**config.mk**
```make
export PLATFORM = sky130hd
export DESIGN_NAME = oma_dm_push_notification_detector_flat
export DESIGN_NICKNAME = d
export VERILOG_FILES = /design/src/sv/odpnd_pkg.sv /design/src/sv/odpnd_req_if.sv /design/src/sv/odpnd_rsp_if.sv /design/src/sv/oma_dm_push_notification_detector.sv /design/src/flat_wrapper.sv
export SDC_FILE = /design/constraint.sdc
export NUM_CORES = 1
export LEC_CHECK = 0
export BUFFER_PORTS_ARGS = -buffer_cell sky130_fd_sc_hd__buf_2
export CAP_MARGIN = 20
export CELL_PAD_IN_SITES_DETAIL_PLACEMENT = 0
export CELL_PAD_IN_SITES_GLOBAL_PLACEMENT = 1
export CORE_ASPECT_RATIO = 0.7
export CORE_MARGIN = 8
export CORE_UTILIZATION = 47
export CTS_CLUSTER_SIZE = 40
export DETAILED_ROUTE_END_ITERATION = 8
export GPL_ROUTABILITY_DRIVEN = 0
export GPL_TIMING_DRIVEN = 0
export PLACE_DENSITY_LB_ADDON = 0.1
export REMOVE_ABC_BUFFERS = 1
export SLEW_MARGIN = 20
export SYNTH_ARGS = -nofsm -noshare
export SYNTH_HDL_FRONTEND = slang
export SYNTH_SLANG_ARGS = --single-unit
```
**constraint.sdc**
```tcl
create_clock -name clock -period 6.75 [get_ports clock]
set_input_delay 1.0125 -clock clock [delete_from_list [all_inputs] [get_ports clock]]
set_output_delay 1.0125 -clock clock [all_outputs]
set_load 0.01 [all_outputs]
```
**src/sv/odpnd_pkg.sv**
```systemverilog
// ----------------------------------------------------------------------------
// OMA-DM push notification detector package
// Payload types and the fixed layout constants of the notification.
// ----------------------------------------------------------------------------
`default_nettype none

package odpnd_pkg;

   typedef logic [7:0] byte_type;

   localparam int unsigned PUSH_DEST_PORT = 2948;
   localparam int unsigned WDP_HEADER_LEN = 7;
   localparam int unsigned ID_LEN_OFFSET  = 29;
   localparam int unsigned NOTIF_VERSION  = 11;

   // WSP push header bytes expected at WSP offsets 1 to 5.
   localparam byte_type PUSH_HDR [5] = '{8'h06, 8'h03, 8'hc4, 8'haf, 8'h87};

   localparam byte_type WDP_PORT_HI    = byte_type'((PUSH_DEST_PORT >> 8) & 8'hff);
   localparam byte_type WDP_PORT_LO    = byte_type'(PUSH_DEST_PORT & 8'hff);
   localparam byte_type VERSION_HI     = byte_type'(NOTIF_VERSION >> 2);
   localparam logic [1:0] VERSION_LO   = 2'(NOTIF_VERSION & 3);
   localparam logic [3:0] FLAG_NIBBLE  = 4'h8;
   localparam byte_type PRINTABLE_MIN  = 8'h21;
   localparam byte_type PRINTABLE_MAX  = 8'h7e;

endpackage

`default_nettype wire

```
**src/sv/odpnd_req_if.sv**
```systemverilog
// ----------------------------------------------------------------------------
// Request channel of the notification detector
// One payload byte of a message and its last flag, with valid and ready.
// ----------------------------------------------------------------------------
`default_nettype none

interface odpnd_req_if;
   logic                valid;
   logic                ready;
   odpnd_pkg::byte_type data_byte;
   logic                last_byte;

   modport source (output valid, output data_byte, output last_byte, input ready);
   modport sink   (input valid, input data_byte, input last_byte, output ready);
endinterface

`default_nettype wire

```
**src/sv/odpnd_rsp_if.sv**
```systemverilog
// ----------------------------------------------------------------------------
// Response channel of the notification detector
// One verdict per message, with valid and ready.
// ----------------------------------------------------------------------------
`default_nettype none

interface odpnd_rsp_if;
   logic valid;
   logic ready;
   logic is_notification;

   modport source (output valid, output is_notification, input ready);
   modport sink   (input valid, input is_notification, output ready);
endinterface

`default_nettype wire

```
**src/sv/oma_dm_push_notification_detector.sv**
```systemverilog
// A request byte is registered in the check stage and checked there; the
// verdict on a last byte goes to the response register. Throughput: one byte
// per cycle while the response side takes verdicts; the check stage and a
// single response register set the pace. Reset clears the valid flags, the
// byte position, the mismatch flag, the identifier length and the WDP mode bit.
// ----------------------------------------------------------------------------
// OMA-DM push notification detector
// Checks a short message payload byte by byte against the layout of a
// server-initiated notification and gives a verdict on the last byte.
// ----------------------------------------------------------------------------
`default_nettype none

module oma_dm_push_notification_detector #(
   parameter int unsigned POSITION_BITS = 9
) (
   input  wire                 clock,
   input  wire                 reset,
   odpnd_req_if.sink           req_if,
   odpnd_rsp_if.source         rsp_if,
   input  wire                 csr_write_enable,
   input  wire                 csr_write_data
);

   typedef logic [POSITION_BITS-1:0] pos_type;

   localparam pos_type POS_MAX  = '1;
   localparam pos_type WDP_BASE = POSITION_BITS'(odpnd_pkg::WDP_HEADER_LEN);
   localparam pos_type ID_OFF   = POSITION_BITS'(odpnd_pkg::ID_LEN_OFFSET);
   localparam pos_type ID_FIRST = POSITION_BITS'(odpnd_pkg::ID_LEN_OFFSET + 1);

   logic                wdp_mode_ff;
   logic                s1_valid_ff;
   odpnd_pkg::byte_type s1_byte_ff;
   logic                s1_last_ff;
   pos_type             pos_ff;
   pos_type             pos_in;
   logic                mismatch_ff;
   logic                mismatch_in;
   odpnd_pkg::byte_type sid_len_ff;
   odpnd_pkg::byte_type sid_len_in;
   logic                rsp_valid_ff;
   logic                rsp_valid_in;
   logic                verdict_ff;
   logic                verdict_in;

   logic                advance;
   logic                consume;
   pos_type             base;
   pos_type             wsp_pos;
   logic                in_wdp;
   logic                wdp_ok;
   logic                wsp_ok;
   logic                byte_ok;
   odpnd_pkg::byte_type b;

   assign advance       = !rsp_valid_ff || rsp_if.ready;
   assign consume       = s1_valid_ff && advance;
   assign req_if.ready  = !s1_valid_ff || advance;
   assign rsp_if.valid  = rsp_valid_ff;
   assign rsp_if.is_notification = verdict_ff;

   assign b       = s1_byte_ff;
   assign base    = wdp_mode_ff ? WDP_BASE : '0;
   assign in_wdp  = pos_ff < base;
   assign wsp_pos = pos_ff - base;

   always_comb begin
      wdp_ok = 1'b1;
      if (pos_ff == POSITION_BITS'(0) || pos_ff == POSITION_BITS'(2)) begin
         wdp_ok = (b == 8'h00);
      end else if (pos_ff == POSITION_BITS'(1)) begin
         wdp_ok = (b == 8'h01);
      end else if (pos_ff == POSITION_BITS'(5)) begin
         wdp_ok = (b == odpnd_pkg::WDP_PORT_HI);
      end else if (pos_ff == POSITION_BITS'(6)) begin
         wdp_ok = (b == odpnd_pkg::WDP_PORT_LO);
      end
   end

   always_comb begin
      wsp_ok = 1'b1;
      if (wsp_pos >= POSITION_BITS'(1) && wsp_pos <= POSITION_BITS'(5)) begin
         wsp_ok = (b == odpnd_pkg::PUSH_HDR[wsp_pos[2:0] - 3'd1]);
      end else if (wsp_pos == POSITION_BITS'(22)) begin
         wsp_ok = (b == odpnd_pkg::VERSION_HI);
      end else if (wsp_pos == POSITION_BITS'(23)) begin
         wsp_ok = (b[7:6] == odpnd_pkg::VERSION_LO) && (b[3:0] == odpnd_pkg::FLAG_NIBBLE);
      end else if (wsp_pos >= POSITION_BITS'(24) && wsp_pos <= POSITION_BITS'(26)) begin
         wsp_ok = (b == 8'h00);
      end else if (wsp_pos == ID_OFF) begin
         wsp_ok = (b != 8'h00);
      end else if (wsp_pos > ID_OFF) begin
         // Identifier bytes must be printable; anything past the identifier makes the payload overlong.
         wsp_ok = (wsp_pos < ID_FIRST + POSITION_BITS'(sid_len_ff))
                  && (b >= odpnd_pkg::PRINTABLE_MIN) && (b <= odpnd_pkg::PRINTABLE_MAX);
      end
   end

   assign byte_ok = in_wdp ? wdp_ok : wsp_ok;

   always_comb begin
      sid_len_in   = sid_len_ff;
      mismatch_in  = mismatch_ff;
      pos_in       = pos_ff;
      rsp_valid_in = rsp_valid_ff && !rsp_if.ready;
      verdict_in   = verdict_ff;
      if (consume) begin
         if (!in_wdp && wsp_pos == ID_OFF) begin
            sid_len_in = b;
         end
         mismatch_in = mismatch_ff || !byte_ok;
         if (pos_ff != POS_MAX) begin
            pos_in = pos_ff + POSITION_BITS'(1);
         end
         if (s1_last_ff) begin
            rsp_valid_in = 1'b1;
            verdict_in   = !mismatch_in && (sid_len_in != 8'h00)
                           && (pos_ff == base + ID_OFF + POSITION_BITS'(sid_len_in));
            pos_in       = '0;
            mismatch_in  = 1'b0;
            sid_len_in   = '0;
         end
      end
   end

   always_ff @(posedge clock) begin
      if (reset) begin
         wdp_mode_ff  <= 1'b0;
         s1_valid_ff  <= 1'b0;
         pos_ff       <= '0;
         mismatch_ff  <= 1'b0;
         sid_len_ff   <= '0;
         rsp_valid_ff <= 1'b0;
      end else begin
         if (csr_write_enable) begin
            wdp_mode_ff <= csr_write_data;
         end
         if (req_if.ready) begin
            s1_valid_ff <= req_if.valid;
         end
         pos_ff       <= pos_in;
         mismatch_ff  <= mismatch_in;
         sid_len_ff   <= sid_len_in;
         rsp_valid_ff <= rsp_valid_in;
      end
   end

   always_ff @(posedge clock) begin
      if (req_if.ready && req_if.valid) begin
         s1_byte_ff <= req_if.data_byte;
         s1_last_ff <= req_if.last_byte;
      end
      verdict_ff <= verdict_in;
   end

   // The message state is back at its reset values after a last byte.
   a_clear_after_last: assert property (@(posedge clock) disable iff (reset)
      consume && s1_last_ff |=> pos_ff == '0 && !mismatch_ff && sid_len_ff == '0)
      else $error("message state not cleared after last byte");

   // A byte that is not last moves the position on by one until saturation.
   a_pos_step: assert property (@(posedge clock) disable iff (reset)
      consume && !s1_last_ff && pos_ff != POS_MAX |=> pos_ff == $past(pos_ff) + POSITION_BITS'(1))
      else $error("byte position did not advance");

   // Requests are refused only when the check stage is held by a waiting verdict.
   a_stall_cause: assert property (@(posedge clock) disable iff (reset)
      !req_if.ready |-> s1_valid_ff && rsp_valid_ff && !rsp_if.ready)
      else $error("request refused without a stalled response");

endmodule

`default_nettype wire
```
**src/flat_wrapper.sv**
```systemverilog
// flat-port wrapper written by rule: the top's interface ports become plain ports
module oma_dm_push_notification_detector_flat 
#(
   parameter int unsigned POSITION_BITS = 9
)
  (clock, reset, csr_write_enable, csr_write_data, req_if_valid, req_if_data_byte, req_if_last_byte, req_if_ready, rsp_if_valid, rsp_if_is_notification, rsp_if_ready);
  odpnd_req_if req_if_i ();
  odpnd_rsp_if rsp_if_i ();
  input  wire clock;
  input  wire reset;
  input  wire csr_write_enable;
  input  wire csr_write_data;
  input wire logic [$bits(req_if_i.valid)-1:0] req_if_valid;
  input wire logic [$bits(req_if_i.data_byte)-1:0] req_if_data_byte;
  input wire logic [$bits(req_if_i.last_byte)-1:0] req_if_last_byte;
  output wire logic [$bits(req_if_i.ready)-1:0] req_if_ready;
  output wire logic [$bits(rsp_if_i.valid)-1:0] rsp_if_valid;
  output wire logic [$bits(rsp_if_i.is_notification)-1:0] rsp_if_is_notification;
  input wire logic [$bits(rsp_if_i.ready)-1:0] rsp_if_ready;
  assign req_if_i.valid = req_if_valid;
  assign req_if_i.data_byte = req_if_data_byte;
  assign req_if_i.last_byte = req_if_last_byte;
  assign req_if_ready = req_if_i.ready;
  assign rsp_if_valid = rsp_if_i.valid;
  assign rsp_if_is_notification = rsp_if_i.is_notification;
  assign rsp_if_i.ready = rsp_if_ready;
  oma_dm_push_notification_detector #(.POSITION_BITS(POSITION_BITS)) u_core (.clock(clock), .reset(reset), .req_if(req_if_i), .rsp_if(rsp_if_i), .csr_write_enable(csr_write_enable), .csr_write_data(csr_write_data));
endmodule
```
==> impl_metrics.tcl, run 1 <==
set metrics [dict create \
    die_y_um 82.5 \
    start_kind "flop" \
    ys_types 62 \
    synth_seq_cells 31 \
    first_iter_violations 228 \
    final_nets 414 \
    post-cts-setup-buffers 0 \
    grt_pass1_vias 2443 \
    status "finished, final reports clean" \
    tightest_slew_ns 0.916 \
    drc 0 \
    wire_per_inst_um 17.2 \
    hp-class "flop to flop" \
    core_um2 6160 \
    insertion_delay_ns 0.29 \
    antenna_found_initial 0 \
    dp_hpwl_mm 5.91 \
    clock_sinks 31 \
    placed_area_um2 3080 \
    avgSynthCellArea_um2 8.25 \
    fin_crit_ns 5.70 \
    leakagePower_nw 1.29 \
    fin_skew_ns 0.00485 \
    grt_overflow 0 \
    cp-end-kind "flop" \
    drtAntennaViolNets 0 \
    powerDensity_nw_per_um2 159 \
    synth.most_common_cell "nor2_1" \
    ios 18 \
    r2r_slack_ns 1.05 \
    htree_levels 2 \
    ys_warn_count 0 \
    cts_resized 0 \
    max_freq_ghz 0.176 \
    setup_viol 0 \
    hold_violations 0 \
    postSynthCellCount 360 \
    cts_buffers 5 \
    relSlewSlack_pct 38.7 \
    grt_max_degree 20 \
    cp.arrival_ns 5.79 \
    cts_buffer_depth 2 \
    n_antenna_cell 0 \
    drt_pass1_iterations 5 \
    cts.clk_slew.worst_paths_ns 0.07 \
    finish.instance_area_um2 3190 \
    p_total_w 0.000506 \
    async_flop_share_pct 0 \
    layout-drive-gt1-share_pct 12.0 \
    numPortBuffers 17 \
    synth.top_cells.by_count "nor2_1 (38), ha_1 (31), nand2_1 (25), inv_1 (23), dfxtp_1 (21)" \
    tns_ns 0 \
    cts-root-buf "clkbuf_8" \
    ys_top_cells_by_area "dfxtp_1 (14%), ha_1 (13%), edfxtp_1 (10%)" \
    viasPerCell 5.79 \
    yosysTopAreaCell "dfxtp_1" \
    yosysSeqAreaShare_pct 24.3 \
    synth-main-ff-cell "dfxtp_1" \
    ctsHoldBuffers 0 \
    maxCapViolations 0 \
    drv_slew 0 \
    syn2layout_area_growth_pct 7.33 \
    synth_edf_count 10 \
    critPathKind "flop to flop" \
    start_util_pct 48.3 \
    cp.required_ns 6.85 \
    irDropWorstVdd_mv 0.117 \
    cts_tree "done" \
    dieWidth_um 111 \
    rsz0062_at_grt "no" \
    syn_area_um2 2970 \
    vias 2575 \
    dieArea_um2 9160 \
    rows 24 \
    min_period_over_period_pct 84.4 \
    grt_pass1_wl_mm 12.9 \
    routed_wirelength_mm 7.66 \
    crit_path_max_fanout 19 \
    synth_top_area_share_pct 14.2 \
    grt_usage_pct 17.5 \
]
==> registers in the layout, summed over array words and instances, names as in the netlist <==
| register | count |
|---|---|
| u_core.s1_last_ff | 1 |
| u_core.pos_ff | 9 |
| u_core.wdp_mode_ff | 1 |
| u_core.b | 8 |
| u_core.rsp_if.valid | 1 |
| u_core.rsp_if.is_notification | 1 |
| u_core.mismatch_ff | 1 |
| u_core.s1_valid_ff | 1 |
| u_core.sid_len_ff | 8 |
==> where the power goes <==
part	internal (W)	leakage [nW]	switching (W)
sequential	0.000198	0.269	0.0000107
combinational	0.0000484	0.963	0.0000644
clock	0.000110	0.0581	0.0000747
total	0.000356	1.29	0.000150
==> metrics by stage <==
stage                     setup WS (ns)  hold WS (ns)  utilization [%]  cells
after floorplan                    1.96         0.495                -    342
after global placement             1.05         0.518             50.0    437
after detailed placement           1.15         0.524             50.0    437
after CTS                          1.09         0.539             51.8    445
after global routing              0.534         0.585             51.8    445
final                              1.05         0.537             51.8    445
==> cells by family (layout without fill, tap and decap cells) <==
family | after synthesis | in the layout | share of synthesized area, %
flops | 31 | 31 | 24.3
fa+ha+maj | 33 | 33 | 14.4
xor+xnor | 26 | 26 | 8.21
simple gates | 133 | 133 | 23.8
mux | 13 | 13 | 4.76
buf+inv | 41 | 48 | 5.52
compound gates | 83 | 83 | 19.0
==> layer usage <==
| metal | part of all wire, % | GRT usage [%] | vias up |
|---|---|---|---|
| met5 | 0 | 0 | - |
| met1 | 52 | 25.8 | 1209 |
| li1 | - | - | 1314 |
| met3 | 5.3 | 2.96 | 7 |
| met4 | 0.69 | 3.84 | 0 |
| met2 | 42 | 26.1 | 45 |
==> critical path, stage by stage (launching register included) <==
cell	delay, ns
dfxtp_1	0.42
inv_1	0.16
ha_1	0.28
fa_1	0.50
nand2b_1	0.29
a311oi_1	0.35
o22ai_1	0.19
a211oi_4	0.74
o21ai_0	0.26
ha_1	0.34
ha_1	0.16
inv_1	0.05
fa_1	0.40
nor2b_1	0.12
o21ai_0	0.11
nand2_1	0.10
xnor2_1	0.12
nand4_1	0.18
a311oi_2	0.26
o21ai_1	0.12
a2111oi_2	0.33
==> area by class of cell <==
class	instances	area (µm²)
Fill cell	605	2970
Clock inverter	3	43.8
Multi-Input combinational cell	288	2090
Tap cell	78	97.6
Inverter	23	86.3
Sequential cell	31	721
Clock buffer	5	68.8
Timing Repair Buffer	17	85.1
==> cells in the final DEF (no fill, tap or decap), types with 4 or more instances in the layout <==
master and n:
xnor2_1 18, nor2_1 38, dfxtp_1 21, nand2_1 25
clkbuf_8 5, ha_1 31, nand4_1 7, mux2_2 5
buf_2 17, mux2i_1 7, nand3b_1 4, nor3_1 6
xor2_1 7, nor2b_1 7, a32oi_1 4, a22oi_1 7
o21ai_0 20, nand3_1 12, edfxtp_1 10, a21oi_1 20
inv_1 23, or3_1 5, nand2b_1 7
==> worst paths after layout <==
kind,startpoint,to,depth (start not counted)
worst min-delay path,u_core.mismatch_ff,u_core.mismatch_ff,1
worst max register to register,u_core.pos_ff[0],u_core.rsp_if.is_notification,20
worst max-delay path,u_core.pos_ff[0],u_core.rsp_if.is_notification,20
worst min register to register,u_core.mismatch_ff,u_core.mismatch_ff,1
Note: power is estimated with default switching activity, not from simulation.
==> inputs of run 2 (changes only) <==
==> constraint.sdc (replaced) <==
create_clock -name clock -period 5.6 [get_ports clock]
set_input_delay 0.84 -clock clock [delete_from_list [all_inputs] [get_ports clock]]
set_output_delay 0.84 -clock clock [all_outputs]
set_load 0.01 [all_outputs]
==> impl_metrics.tcl, run 2 (synthesis results as in run 1) <==
set metrics [dict create \
    status "finished, final reports clean" \
    grt_overflow 0 \
    dieWidth_um 111 \
    regMostFlops "u_core.pos_ff" \
    vias 2593 \
    final_cell_mix "nor2_1 (38), ha_1 (31), nand2_1 (25)" \
    antenna_found_initial 0 \
    cp.arrival_ns 5.25 \
    top_regs "u_core.pos_ff x9, u_core.b x8, u_core.sid_len_ff x8" \
    leakagePower_nw 1.31 \
    grt_max_degree 20 \
    final_common_cell "nor2_1" \
    crit_start "u_core.wdp_mode_ff" \
    hp-class "flop to flop" \
    grt_use_met3_pct 2.96 \
    crit_family "compound AO/OA/AOI/OAI gates" \
    fin_skew_ns 0.00452 \
    rsz0062_at_grt "no" \
    syn2layout_area_growth_pct 8.47 \
    r2r_slack_ns 0.45 \
    critPathSlowestCell "dfxtp_1" \
    path_cells "inv_1, ha_1, nor2b_1, o21ai_0, mux2_2, a211oi_4, buf_12, mux2i_1, ha_1, inv_1, ha_1, a21o_1, a21oi_1, o21ai_0, or2_2, a311oi_2, o21ai_1, a2111oi_2" \
    relSlewSlack_pct 56.5 \
    powerDensity_nw_per_um2 190 \
    whs_ns 0.538 \
    grt_pass1_vias 2448 \
    n_fill_cell 603 \
    cp-end-kind "flop" \
    layout-drive-gt1-share_pct 12.7 \
    multi_input_area_um2 2090 \
    clock_sinks 31 \
    cp.required_ns 5.70 \
    ios 18 \
    fin_crit_ns 5.15 \
    seq_area_um2 721 \
    worst-path-buf-inv 3 \
    p_total_w 0.000611 \
    critPathKind "flop to flop" \
    maxCapViolations 0 \
    start_util_pct 48.3 \
    irDropWorstVdd_mv 0.142 \
    final_nets 416 \
    drv_slew 0 \
    max_freq_ghz 0.194 \
    path_common_cell "ha_1" \
    finish.utilization_pct 52.3 \
    crit_cells 18 \
    busiest_layer "met2" \
    cts_buffers 5 \
    setup_viol 0 \
    dp_hpwl_mm 5.91 \
    cts_tree "done" \
    numPortBuffers 17 \
    r2r-end "u_core.rsp_if.is_notification" \
    start_kind "flop" \
    drtAntennaViolNets 0 \
    viasPerCell 5.80 \
    hold_violations 0 \
    reg2regPathDepth 18 \
    dieArea_um2 9160 \
    htree_levels 2 \
    tightest_slew_ns 0.651 \
    grt_usage_pct 17.7 \
    r2r-start "u_core.wdp_mode_ff" \
    rows 24 \
    insertion_delay_ns 0.29 \
    cts.clk_slew.worst_paths_ns 0.07 \
    routed_wirelength_mm 7.76 \
    cts-root-buf "clkbuf_8" \
    die_y_um 82.5 \
    first_iter_violations 222 \
    cp-endpoint "u_core.rsp_if.is_notification" \
    largest_reg_flops 9 \
    fin_ws_ns 0.446 \
    drt_pass1_iterations 4 \
    wire_per_inst_um 17.4 \
    min_period_over_period_pct 92.0 \
    critical-path-max-stage-delay_ns 0.51 \
    drc 0 \
    cts_buffer_depth 2 \
    preCtsSetupSlack_ns -0.00274 \
    core_um2 6160 \
    grt_pass1_wl_mm 13.0 \
    n_antenna_cell 0 \
    met1_usage_pct 26.1 \
    met2_usage_pct 26.3 \
    crit_path_max_fanout 6 \
]
## run 2: cell count changes in the layout (fill, tap and decap cells not counted)
cell,delta
a311oi_1,-1
a311oi_2,+1
buf_12,+1
buf_4,+1
## run 2: worst min path at each step
stage                          end           startpoint  slack, ns  cells past startpoint
2_1_floorplan   u_core.mismatch_ff   u_core.mismatch_ff       0.49                      1
3_3_place_gp    u_core.mismatch_ff   u_core.mismatch_ff       0.52                      1
3_5_place_dp    u_core.mismatch_ff   u_core.mismatch_ff       0.52                      1
4_1_cts        u_core.rsp_if.valid  u_core.rsp_if.valid       0.54                      2
5_1_grt         u_core.mismatch_ff   u_core.mismatch_ff       0.58                      1
6_report        u_core.mismatch_ff   u_core.mismatch_ff       0.54                      1
## run 2: cell type report
cell class	instances	area share (%)
repair buffers	19	3.50
clock inverters	3	1.36
multi-input cells	288	64.9
flip-flops and latches	31	22.4
clock buffers	5	2.14
inverters	23	2.68
well taps	78	3.03
## run 2: worst reg2reg max path, delay by kind of cell (launching register included)
family / cells / cell delay [ns]
multiplexers: 2 / 0.72
buffers and inverters: 3 / 0.44
flip-flops: 1 / 0.51
AO/OA/AOI/OAI: 8 / 2.01
AND/OR/NAND/NOR: 2 / 0.44
adder cells (fa/ha/maj): 3 / 0.86
## run 2: power breakdown
group | switching, W | internal [W]
Combinational | 0.0000779 | 0.0000587
Clock | 0.0000906 | 0.000132
Sequential | 0.0000132 | 0.000239
## run 2: routing by layer
metal	vias up	routed length, µm
li1	1318	-
met1	1215	4100
met2	55	3260
met3	5	355
met4	0	46
met5	-	0
## run 2: what timing repair did
| action | in CTS | in global routing |
|---|---|---|
| pin swaps | 1 | 0 |
| hold buffers | 0 | 0 |
| gates cloned | 0 | 0 |
| hold endpoints to repair | 0 | 0 |
| gates resized for setup | 0 | 1 |
| endpoints found under the setup margin | 1 | 1 |
| setup buffers | 2 | 0 |
## run 2: stage by stage
step                instances  TNS (ns)  instance area [µm²]
floorplan                 342         0                 2890
global placement          437   -0.0973                 3080
detailed placement        437  -0.00274                 3080
global route              447         0                 3220
CTS                       447         0                 3220
finish                    447         0                 3220
